===== src/hw/rtl/mme_pkg.sv =====
// Shared constants, field widths and helper functions of the matrix multiply engine.
// No dependencies; used by scoped names in mme_ram users and the top level.
`default_nettype none

package mme_pkg;

	localparam int MAX_DIM   = 8;
	localparam int ELEM_BITS = 16;
	localparam int DIM_BITS  = 3;
	localparam int CFG_BITS  = 4;
	localparam int OP_BITS   = 2;
	localparam int SUM_BITS  = 35;
	localparam int PROD_BITS = 2 * ELEM_BITS;
	localparam int ADDR_BITS = 2 * DIM_BITS;
	localparam int DEPTH     = MAX_DIM * MAX_DIM;

	localparam int IN_FIELD_BITS  = 2 * DIM_BITS + ELEM_BITS;
	localparam int IN_DATA_BITS   = ((IN_FIELD_BITS + 7) / 8) * 8;
	localparam int OUT_FIELD_BITS = 2 * DIM_BITS + SUM_BITS;
	localparam int OUT_DATA_BITS  = ((OUT_FIELD_BITS + 7) / 8) * 8;

	localparam int PADDR_BITS = 4;
	localparam int PDATA_BITS = 32;

	localparam logic [OP_BITS-1:0] OP_LOAD_A = 2'd0;
	localparam logic [OP_BITS-1:0] OP_LOAD_B = 2'd1;
	localparam logic [OP_BITS-1:0] OP_START  = 2'd2;

	localparam logic [1:0] REG_ROWS_A = 2'd0;
	localparam logic [1:0] REG_A_COLS = 2'd1;
	localparam logic [1:0] REG_B_ROWS = 2'd2;
	localparam logic [1:0] REG_B_COLS = 2'd3;

	typedef logic [CFG_BITS-1:0] dim_t;

	// Dimensions above MAX_DIM count as MAX_DIM.
	function automatic dim_t clamp_dim(input dim_t d);
		return (d > CFG_BITS'(MAX_DIM)) ? CFG_BITS'(MAX_DIM) : d;
	endfunction

	// Highest index of a clamped dimension; zero for a zero dimension.
	function automatic logic [DIM_BITS-1:0] dim_last(input dim_t d);
		dim_t c;
		dim_t m;
		c = clamp_dim(d);
		m = c - CFG_BITS'(1);
		return (c == '0) ? '0 : m[DIM_BITS-1:0];
	endfunction

endpackage

`default_nettype wire


===== src/hw/rtl/mme_ram.sv =====
// Generic single-write, single-read RAM with registered read data.
// No dependencies.
`default_nettype none

module mme_ram #(
	parameter int WIDTH = 16,
	parameter int DEPTH = 64
) (
	input  wire logic                     clk,
	input  wire logic                     we,
	input  wire logic [$clog2(DEPTH)-1:0] waddr,
	input  wire logic [WIDTH-1:0]         wdata,
	input  wire logic [$clog2(DEPTH)-1:0] raddr,
	output logic      [WIDTH-1:0]         rdata
);

	logic [WIDTH-1:0] mem_q [DEPTH];

	always_ff @(posedge clk) begin
		if (we) begin
			mem_q[waddr] <= wdata;
		end
		rdata <= mem_q[raddr];
	end

endmodule

`default_nettype wire


===== src/hw/rtl/matrix_multiply_engine_top.sv =====
// Matrix multiply engine: A and B elements are written to the element stores by loads.
// A start runs one shared 16x16 multiplier and a 35-bit accumulator over the
// inner dimension. For each C element it waits for the output register, issues the
// inner-product terms in turn, then registers RAM read data (s1) and product (s2).
// A matching start with zero A rows or zero B columns produces no beat.
// A dimension mismatch gives one error beat, sent once the output register is free.
// Reset (arst_n low, asynchronous) sets all dimensions to 1; element stores are not cleared.
// Depends on mme_pkg and mme_ram.
`default_nettype none

module matrix_multiply_engine_top (
	input  wire logic                                clk,
	input  wire logic                                arst_n,
	input  wire logic                                s_tvalid,
	output logic                                     s_tready,
	// s_tdata: row[2:0], col[5:3], value[21:6], zero pad above
	input  wire logic [mme_pkg::IN_DATA_BITS-1:0]    s_tdata,
	// s_tuser: opcode[1:0]
	input  wire logic [mme_pkg::OP_BITS-1:0]         s_tuser,
	output logic                                     m_tvalid,
	input  wire logic                                m_tready,
	// m_tdata: out_row[2:0], out_col[5:3], sum[40:6], zero pad above
	output logic      [mme_pkg::OUT_DATA_BITS-1:0]   m_tdata,
	// m_tuser: dim_error[0]
	output logic      [0:0]                          m_tuser,
	output logic                                     m_tlast,
	input  wire logic                                psel,
	input  wire logic                                penable,
	input  wire logic                                pwrite,
	input  wire logic [mme_pkg::PADDR_BITS-1:0]      paddr,
	input  wire logic [mme_pkg::PDATA_BITS-1:0]      pwdata,
	output logic      [mme_pkg::PDATA_BITS-1:0]      prdata,
	output logic                                     pready
);

	localparam logic [2:0] ST_IDLE  = 3'd0;
	localparam logic [2:0] ST_NEXT  = 3'd1;
	localparam logic [2:0] ST_ISSUE = 3'd2;
	localparam logic [2:0] ST_DRAIN = 3'd3;
	localparam logic [2:0] ST_ERR   = 3'd4;

	localparam int DB = mme_pkg::DIM_BITS;
	localparam int EB = mme_pkg::ELEM_BITS;
	localparam int SB = mme_pkg::SUM_BITS;
	localparam int CB = mme_pkg::CFG_BITS;

	// Configuration registers
	mme_pkg::dim_t rows_a_q, a_cols_q, b_rows_q, b_cols_q;
	logic          cfg_wr;
	logic [1:0]    cfg_idx;

	// Sequencer
	logic [2:0]    state_q;
	logic [DB-1:0] i_q, j_q, t_q;
	logic [DB-1:0] nr_last_q, nc_last_q, nk_last_q;
	logic          nk_zero_q;

	// Input fields
	logic                       in_acc;
	logic [mme_pkg::OP_BITS-1:0] in_op;
	logic [DB-1:0]              in_row, in_col;
	logic [EB-1:0]              in_value;

	// Datapath pipeline
	logic                     vld_s1, last_s1, first_s1, zero_s1;
	logic                     vld_s2, last_s2, first_s2;
	logic signed [mme_pkg::PROD_BITS-1:0] mul_prod;
	logic signed [mme_pkg::PROD_BITS-1:0] prod_s2;
	logic signed [SB-1:0]     acc_q;
	logic signed [SB-1:0]     acc_next;
	logic [EB-1:0]            a_rdata, b_rdata;
	logic                     issue;

	// Output register
	logic          out_vld_q;
	logic [DB-1:0] out_row_q, out_col_q;
	logic [SB-1:0] out_sum_q;
	logic          out_err_q, out_last_q;
	logic          out_free;
	logic          res_done, err_load;
	logic          elem_last;

	assign in_row   = s_tdata[DB-1:0];
	assign in_col   = s_tdata[2*DB-1:DB];
	assign in_value = s_tdata[2*DB+EB-1:2*DB];
	assign in_op    = s_tuser;

	assign s_tready = (state_q == ST_IDLE);
	assign in_acc   = s_tvalid && s_tready;

	// APB configuration port
	assign pready  = 1'b1;
	assign cfg_wr  = psel && penable && pwrite && pready;
	assign cfg_idx = paddr[3:2];

	always_ff @(posedge clk or negedge arst_n) begin
		if (!arst_n) begin
			rows_a_q <= CB'(1);
			a_cols_q <= CB'(1);
			b_rows_q <= CB'(1);
			b_cols_q <= CB'(1);
		end else if (cfg_wr) begin
			unique case (cfg_idx)
				mme_pkg::REG_ROWS_A: rows_a_q <= pwdata[CB-1:0];
				mme_pkg::REG_A_COLS: a_cols_q <= pwdata[CB-1:0];
				mme_pkg::REG_B_ROWS: b_rows_q <= pwdata[CB-1:0];
				mme_pkg::REG_B_COLS: b_cols_q <= pwdata[CB-1:0];
				default: ;
			endcase
		end
	end

	always_comb begin
		prdata = '0;
		unique case (cfg_idx)
			mme_pkg::REG_ROWS_A: prdata[CB-1:0] = rows_a_q;
			mme_pkg::REG_A_COLS: prdata[CB-1:0] = a_cols_q;
			mme_pkg::REG_B_ROWS: prdata[CB-1:0] = b_rows_q;
			mme_pkg::REG_B_COLS: prdata[CB-1:0] = b_cols_q;
			default: prdata = '0;
		endcase
	end

	// Element stores
	mme_ram #(.WIDTH(EB), .DEPTH(mme_pkg::DEPTH)) u_a_ram (
		.clk  (clk),
		.we   (in_acc && (in_op == mme_pkg::OP_LOAD_A)),
		.waddr({in_row, in_col}),
		.wdata(in_value),
		.raddr({j_q, t_q}),
		.rdata(a_rdata)
	);

	mme_ram #(.WIDTH(EB), .DEPTH(mme_pkg::DEPTH)) u_b_ram (
		.clk  (clk),
		.we   (in_acc && (in_op == mme_pkg::OP_LOAD_B)),
		.waddr({in_row, in_col}),
		.wdata(in_value),
		.raddr({t_q, i_q}),
		.rdata(b_rdata)
	);

	assign out_free  = !out_vld_q || m_tready;
	assign issue     = (state_q == ST_ISSUE);
	assign res_done  = vld_s2 && last_s2;
	assign err_load  = (state_q == ST_ERR) && out_free;
	assign elem_last = (i_q == nc_last_q) && (j_q == nr_last_q);

	// Sequencer: one C element at a time, one inner-product term per cycle
	always_ff @(posedge clk or negedge arst_n) begin
		if (!arst_n) begin
			state_q   <= ST_IDLE;
			i_q       <= '0;
			j_q       <= '0;
			t_q       <= '0;
			nr_last_q <= '0;
			nc_last_q <= '0;
			nk_last_q <= '0;
			nk_zero_q <= 1'b0;
		end else begin
			unique case (state_q)
				ST_IDLE: begin
					if (in_acc && (in_op == mme_pkg::OP_START)) begin
						i_q       <= '0;
						j_q       <= '0;
						t_q       <= '0;
						nr_last_q <= mme_pkg::dim_last(rows_a_q);
						nc_last_q <= mme_pkg::dim_last(b_cols_q);
						nk_last_q <= mme_pkg::dim_last(a_cols_q);
						nk_zero_q <= (a_cols_q == '0);
						if (a_cols_q != b_rows_q) begin
							state_q <= ST_ERR;
						end else if ((rows_a_q == '0) || (b_cols_q == '0)) begin
							state_q <= ST_IDLE;
						end else begin
							state_q <= ST_NEXT;
						end
					end
				end
				ST_NEXT: begin
					// hold until the output register can take this element's beat
					if (out_free) begin
						t_q     <= '0;
						state_q <= ST_ISSUE;
					end
				end
				ST_ISSUE: begin
					if (t_q == nk_last_q) begin
						state_q <= ST_DRAIN;
					end else begin
						t_q <= t_q + DB'(1);
					end
				end
				ST_DRAIN: begin
					if (res_done) begin
						if (elem_last) begin
							state_q <= ST_IDLE;
						end else begin
							if (j_q == nr_last_q) begin
								j_q <= '0;
								i_q <= i_q + DB'(1);
							end else begin
								j_q <= j_q + DB'(1);
							end
							state_q <= ST_NEXT;
						end
					end
				end
				ST_ERR: begin
					if (out_free) begin
						state_q <= ST_IDLE;
					end
				end
				default: state_q <= ST_IDLE;
			endcase
		end
	end

	// Pipeline control
	always_ff @(posedge clk or negedge arst_n) begin
		if (!arst_n) begin
			vld_s1 <= 1'b0;
			vld_s2 <= 1'b0;
		end else begin
			vld_s1 <= issue;
			vld_s2 <= vld_s1;
		end
	end

	assign mul_prod = $signed(a_rdata) * $signed(b_rdata);

	// Pipeline payload: read data arrives with s1, product registered in s2
	always_ff @(posedge clk) begin
		last_s1  <= (t_q == nk_last_q);
		first_s1 <= (t_q == '0);
		zero_s1  <= nk_zero_q;
		last_s2  <= last_s1;
		first_s2 <= first_s1;
		// drop the term when the inner dimension is zero
		prod_s2  <= zero_s1 ? '0 : mul_prod;
	end

	assign acc_next = (first_s2 ? SB'(0) : acc_q) + SB'(prod_s2);

	always_ff @(posedge clk) begin
		if (vld_s2) begin
			acc_q <= acc_next;
		end
	end

	// Output register
	always_ff @(posedge clk or negedge arst_n) begin
		if (!arst_n) begin
			out_vld_q <= 1'b0;
		end else if (res_done || err_load) begin
			out_vld_q <= 1'b1;
		end else if (m_tready) begin
			out_vld_q <= 1'b0;
		end
	end

	always_ff @(posedge clk) begin
		if (res_done) begin
			out_row_q  <= j_q;
			out_col_q  <= i_q;
			out_sum_q  <= acc_next;
			out_err_q  <= 1'b0;
			out_last_q <= elem_last;
		end else if (err_load) begin
			out_row_q  <= '0;
			out_col_q  <= '0;
			out_sum_q  <= '0;
			out_err_q  <= 1'b1;
			out_last_q <= 1'b1;
		end
	end

	assign m_tvalid = out_vld_q;
	assign m_tdata  = mme_pkg::OUT_DATA_BITS'({out_sum_q, out_col_q, out_row_q});
	assign m_tuser  = out_err_q;
	assign m_tlast  = out_last_q;

endmodule

`default_nettype wire

===== config.mk =====
export PLATFORM = sky130hd
export DESIGN_NAME = matrix_multiply_engine_top
export DESIGN_NICKNAME = d
export VERILOG_FILES = /design/src/hw/rtl/mme_pkg.sv /design/src/hw/rtl/mme_ram.sv /design/src/hw/rtl/matrix_multiply_engine_top.sv
export SDC_FILE = /design/constraint.sdc
export NUM_CORES = 2
export LEC_CHECK = 0
export ABC_CLOCK_PERIOD_IN_PS = 6400
export BUFFER_PORTS_ARGS = -buffer_cell sky130_fd_sc_hd__buf_2
export CAP_MARGIN = 40
export CELL_PAD_IN_SITES_DETAIL_PLACEMENT = 0
export CELL_PAD_IN_SITES_GLOBAL_PLACEMENT = 2
export CORE_UTILIZATION = 40
export DETAILED_ROUTE_END_ITERATION = 10
export GPL_ROUTABILITY_DRIVEN = 0
export PLACE_DENSITY_LB_ADDON = 0.1
export SYNTH_ARGS = -nofsm -noshare
export SYNTH_HDL_FRONTEND = slang
export SYNTH_SLANG_ARGS = --single-unit
export TNS_END_PERCENT = 20

===== constraint.sdc =====
create_clock -name clk -period 6.4 [get_ports clk]
set_clock_uncertainty 0.15 [all_clocks]
set_input_delay 0.96 -clock clk [delete_from_list [all_inputs] [get_ports clk]]
set_output_delay 0.96 -clock clk [all_outputs]
set_load 0.02 [all_outputs]

==> key figures <==
Clock tree
  • TritonCTS Buffers: 230
  • Worst-Skew Late Latency: 0.87 ns
  • Clock input transition at the sequential cells of the worst setup and hold paths: 0.06 ns
  • Cell chosen for the clock root: sky130_fd_sc_hd__clkbuf_16
  • Clock sink count: 2236
  • Clock tree from TritonCTS: done
  • H-Tree Level Count: 4
  • Clock Path Buffers: 3

Die
  • Core Footprint: 238500 µm²
  • Starting utilization of the core area: 0.4035
  • Number of placement rows: 179
  • Die X-Extent: 492.5 µm
  • DIE HEIGHT: 492.5 µm
  • Number of I/O pins: 154
  • Total die area: 242600 µm²

Cells and area
  • Final std cell area, no fill: 110400 µm²
  • Filler cells: 20200
  • Leading cell type in the layout, fill and taps excluded: sky130_fd_sc_hd__edfxtp_1
  • Post-layout net count: 5763
  • Signed area change from the synthesized netlist to the final layout: 14.65%
  • Highest-count cells in the layout ignoring fill and taps: 2125 x sky130_fd_sc_hd__edfxtp_1, 676 x sky130_fd_sc_hd__mux4_2, 324 x sky130_fd_sc_hd__inv_1
  • Layout cells sized above 1: 0.2786
  • Footprint of the multi-input gates: 28000 µm²
  • Area taken by flip-flops and latches: 66290 µm²
  • Final design utilization: 0.4626

Logic synthesis
  • Synthesized-area fraction occupied by xor and xnor cells: 0.007098
  • Flop and latch count out of synthesis: 2236
  • Combined area of all synthesized cells: 96250 µm²
  • Fraction of registers with async set or reset after synthesis: 0.01834
  • Number of flops mapped to enable cells by yosys: 2125
  • Main combinational cell family by area after synthesis: multiplexers
  • Distinct cell type count of the synthesized netlist: 73
  • Multiplexer fraction of the synthesized cell area: 0.1604
  • Post-synth top flop: sky130_fd_sc_hd__edfxtp_1
  • Mean instance size in the synthesized netlist: 19.69 µm²
  • Simple-gate share of the synthesized area: 0.03572
  • Number of standard cells after synthesis: 4889
  • Proportion of synthesized chip area in sequential cells: 0.6883
  • Synthesis warning total: 0
  • Share of synthesized cell area in full adder, half adder and majority cells: 0.07030
  • Synthesized-area fraction occupied by ao, oa, aoi and oai cells: 0.01356

GRT
  • Grt total ovfl: 0
  • First-pass GRT wire length: 357.4 mm
  • Antenna violations before repair: 25
  • Via count of the first global-routing pass: 49330
  • Overall global routing resource usage: 0.2057
  • Pin count of the biggest net entering global routing: 89

Detailed routing
  • First-pass detailed-route iteration total: 5
  • DR vias: 46720
  • Post-Route WL: 245.7 mm
  • Post-detailed-route wirelength per cell: 28.34 µm
  • Remaining number of nets flagged by the antenna check after routing: 0
  • Iter 0 DRT Violations: 4048
  • Final routed DRC violation total: 0
  • Per-cell via count in the routed design: 5.388

Timing
  • Endpoints failing hold: 0
  • Final Max Tran Viols: 0
  • Maximum operating frequency: 0.1596 GHz
  • Shortest period the worst path allows: 6.268 ns
  • Measured slew at the worst slew-check pin: 0.9663 ns
  • Final number of setup-violating endpoints: 0
  • Final worst-path cycle share: 0.9793
  • RSZ-0062 raised after global routing: yes
  • Relative slew slack: 0.3558

Setup path
  • Nature of the critical path startpoint: flop
  • Nature of the critical path endpoint: flop
  • Crit-path max FO: 10
  • Critical path data arrival time: 6.86 ns
  • Category of the most critical setup path: reg -> reg
  • Endpoint required time on the critical path: 7.00 ns

Place
  • DP Area: 102800 µm²
  • HPWL Detailed: 154.3 mm
  • Number of I/O port buffers: 85

Job
  • Max Cap Viol: 0

Worst hold path
  • Classification of the worst-slack hold path: reg -> reg

Status
  • Run status: finished clean
-- worst paths after layout --
kind                            depth (start not counted)  slack (ns)         startpoint          end
worst max-delay path                                   21        0.13  u_b_ram.rdata[13]  prod_s2[31]
worst min-delay path                                    0        0.20             vld_s1       vld_s2
worst max register to register                         21        0.13  u_b_ram.rdata[13]  prod_s2[31]
worst min register to register                          0        0.20             vld_s1       vld_s2
max in group asynchronous                               3        5.06             arst_n  b_cols_q[0]
min in group asynchronous                               2        0.44             arst_n  b_rows_q[3]
-- sequential cells by signal, summed over array words and instances (netlist names), 16 cells and up --
name,flops
acc_q,35
out_sum_q,35
prod_s2,32
u_a_ram.mem_q,1024
u_a_ram.rdata,16
u_b_ram.mem_q,1024
u_b_ram.rdata,16
-- kinds of logic (layout without fill, tap and decap cells) --
family	Yosys count	in the layout
DFF	2236	2236
and+or+nand+nor	714	714
muxes	695	695
buffers and inverters	581	1161
adders and majority gates	383	383
AOI/OAI and AO/OA	200	200
xor gates and xnor gates	78	78
other	2	38
-- routing by layer --
layer	share of wire	global-route usage	vias to the layer above
li1	-	-	19920
met1	0.45	0.2955	25360
met2	0.48	0.3343	1136
met3	0.049	0.02947	304
met4	0.019	0.04394	4
met5	0.00011	0	-
-- layout make-up --
| class | instances | area share |
|---|---|---|
| inverter | 326 | 0.01112 |
| antenna | 2 | 0.00004535 |
| clock buffer | 272 | 0.05436 |
| timing repair buffer | 411 | 0.03151 |
| clock inverter | 152 | 0.01253 |
| multi-input combinational | 2106 | 0.2538 |
| tap | 3167 | 0.03591 |
| sequential | 2236 | 0.6008 |
-- cell usage after synthesis (4+ instances only) --
cell type / count / area (µm²)
sky130_fd_sc_hd__a211o_1: 4 / 35.03
sky130_fd_sc_hd__a211oi_1: 7 / 52.55
sky130_fd_sc_hd__a21boi_1: 4 / 30.03
sky130_fd_sc_hd__a21o_1: 24 / 180.2
sky130_fd_sc_hd__a21oi_1: 50 / 250.2
sky130_fd_sc_hd__a31oi_1: 8 / 50.05
sky130_fd_sc_hd__and2_1: 152 / 950.9
sky130_fd_sc_hd__and3_1: 13 / 81.33
sky130_fd_sc_hd__buf_1: 39 / 146.4
sky130_fd_sc_hd__buf_2: 33 / 165.2
sky130_fd_sc_hd__buf_4: 37 / 277.8
sky130_fd_sc_hd__clkbuf_1: 145 / 544.3
sky130_fd_sc_hd__dfrtp_1: 37 / 925.9
sky130_fd_sc_hd__dfstp_2: 4 / 105.1
sky130_fd_sc_hd__dfxtp_1: 70 / 1401
sky130_fd_sc_hd__edfxtp_1: 2125 / 63810
sky130_fd_sc_hd__fa_1: 263 / 5265
sky130_fd_sc_hd__ha_1: 120 / 1501
sky130_fd_sc_hd__inv_1: 326 / 1224
sky130_fd_sc_hd__mux2_2: 17 / 191.4
sky130_fd_sc_hd__mux4_2: 676 / 15220
sky130_fd_sc_hd__nand2_1: 184 / 690.7
sky130_fd_sc_hd__nand2b_1: 18 / 112.6
sky130_fd_sc_hd__nand3_1: 20 / 100.1
sky130_fd_sc_hd__nand3b_1: 4 / 30.03
sky130_fd_sc_hd__nand4_1: 7 / 43.79
sky130_fd_sc_hd__nor2_1: 217 / 814.5
sky130_fd_sc_hd__nor2b_1: 52 / 325.3
sky130_fd_sc_hd__nor3_1: 21 / 105.1
sky130_fd_sc_hd__o211ai_1: 6 / 45.04
sky130_fd_sc_hd__o21a_1: 11 / 82.58
sky130_fd_sc_hd__o21ai_0: 37 / 185.2
sky130_fd_sc_hd__o21ai_1: 13 / 65.06
sky130_fd_sc_hd__o21bai_1: 7 / 52.55
sky130_fd_sc_hd__o22ai_1: 4 / 25.02
sky130_fd_sc_hd__or2_2: 5 / 31.28
sky130_fd_sc_hd__or3_1: 5 / 31.28
sky130_fd_sc_hd__xnor2_1: 45 / 394.1
sky130_fd_sc_hd__xor2_1: 33 / 289.0
-- per-stage QoR --
stage	setup TNS (ns)	hold slack (ns)	std cells	setup WS (ns)
2_1_floorplan	0	0.1596	4923	0.02501
3_3_place_gp	-0.2609	0.1681	8216	-0.1467
3_5_place_dp	-0.2115	0.1890	8239	-0.1161
4_1_cts	0	0.1673	8664	0.02146
5_1_grt	-0.2961	0.1975	8671	-0.1247
6_report	0	0.1977	8672	0.1324
-- critical path, cell delays in order, from the launching register on --
cell,delay (ns)
sky130_fd_sc_hd__dfxtp_1,0.32
sky130_fd_sc_hd__buf_12,0.13
sky130_fd_sc_hd__buf_4,0.17
sky130_fd_sc_hd__and2_1,0.19
sky130_fd_sc_hd__fa_1,0.55
sky130_fd_sc_hd__fa_1,0.43
sky130_fd_sc_hd__fa_1,0.53
sky130_fd_sc_hd__fa_1,0.46
sky130_fd_sc_hd__fa_1,0.50
sky130_fd_sc_hd__inv_1,0.05
sky130_fd_sc_hd__fa_1,0.48
sky130_fd_sc_hd__inv_1,0.04
sky130_fd_sc_hd__ha_1,0.21
sky130_fd_sc_hd__a211o_1,0.27
sky130_fd_sc_hd__a2111oi_4,0.37
sky130_fd_sc_hd__nor3_2,0.10
sky130_fd_sc_hd__a221o_1,0.29
sky130_fd_sc_hd__a2111o_1,0.30
sky130_fd_sc_hd__a31o_1,0.26
sky130_fd_sc_hd__o31ai_4,0.18
sky130_fd_sc_hd__xnor2_1,0.14
sky130_fd_sc_hd__nor2_1,0.05
-- what timing repair did --
| item | 4_1_cts | 5_1_grt |
|---|---|---|
| endpoints found under the hold margin | 15 | 0 |
| setup buffers | 0 | 5 |
| pin swaps | 2 | 19 |
| resized for setup | 4 | 35 |
| endpoints found under the setup margin | 2 | 10 |
| hold buffers | 1 | 0 |
Power is not shown: default switching activity piles up to over one toggle a cycle in this logic, so the estimate is an artifact.
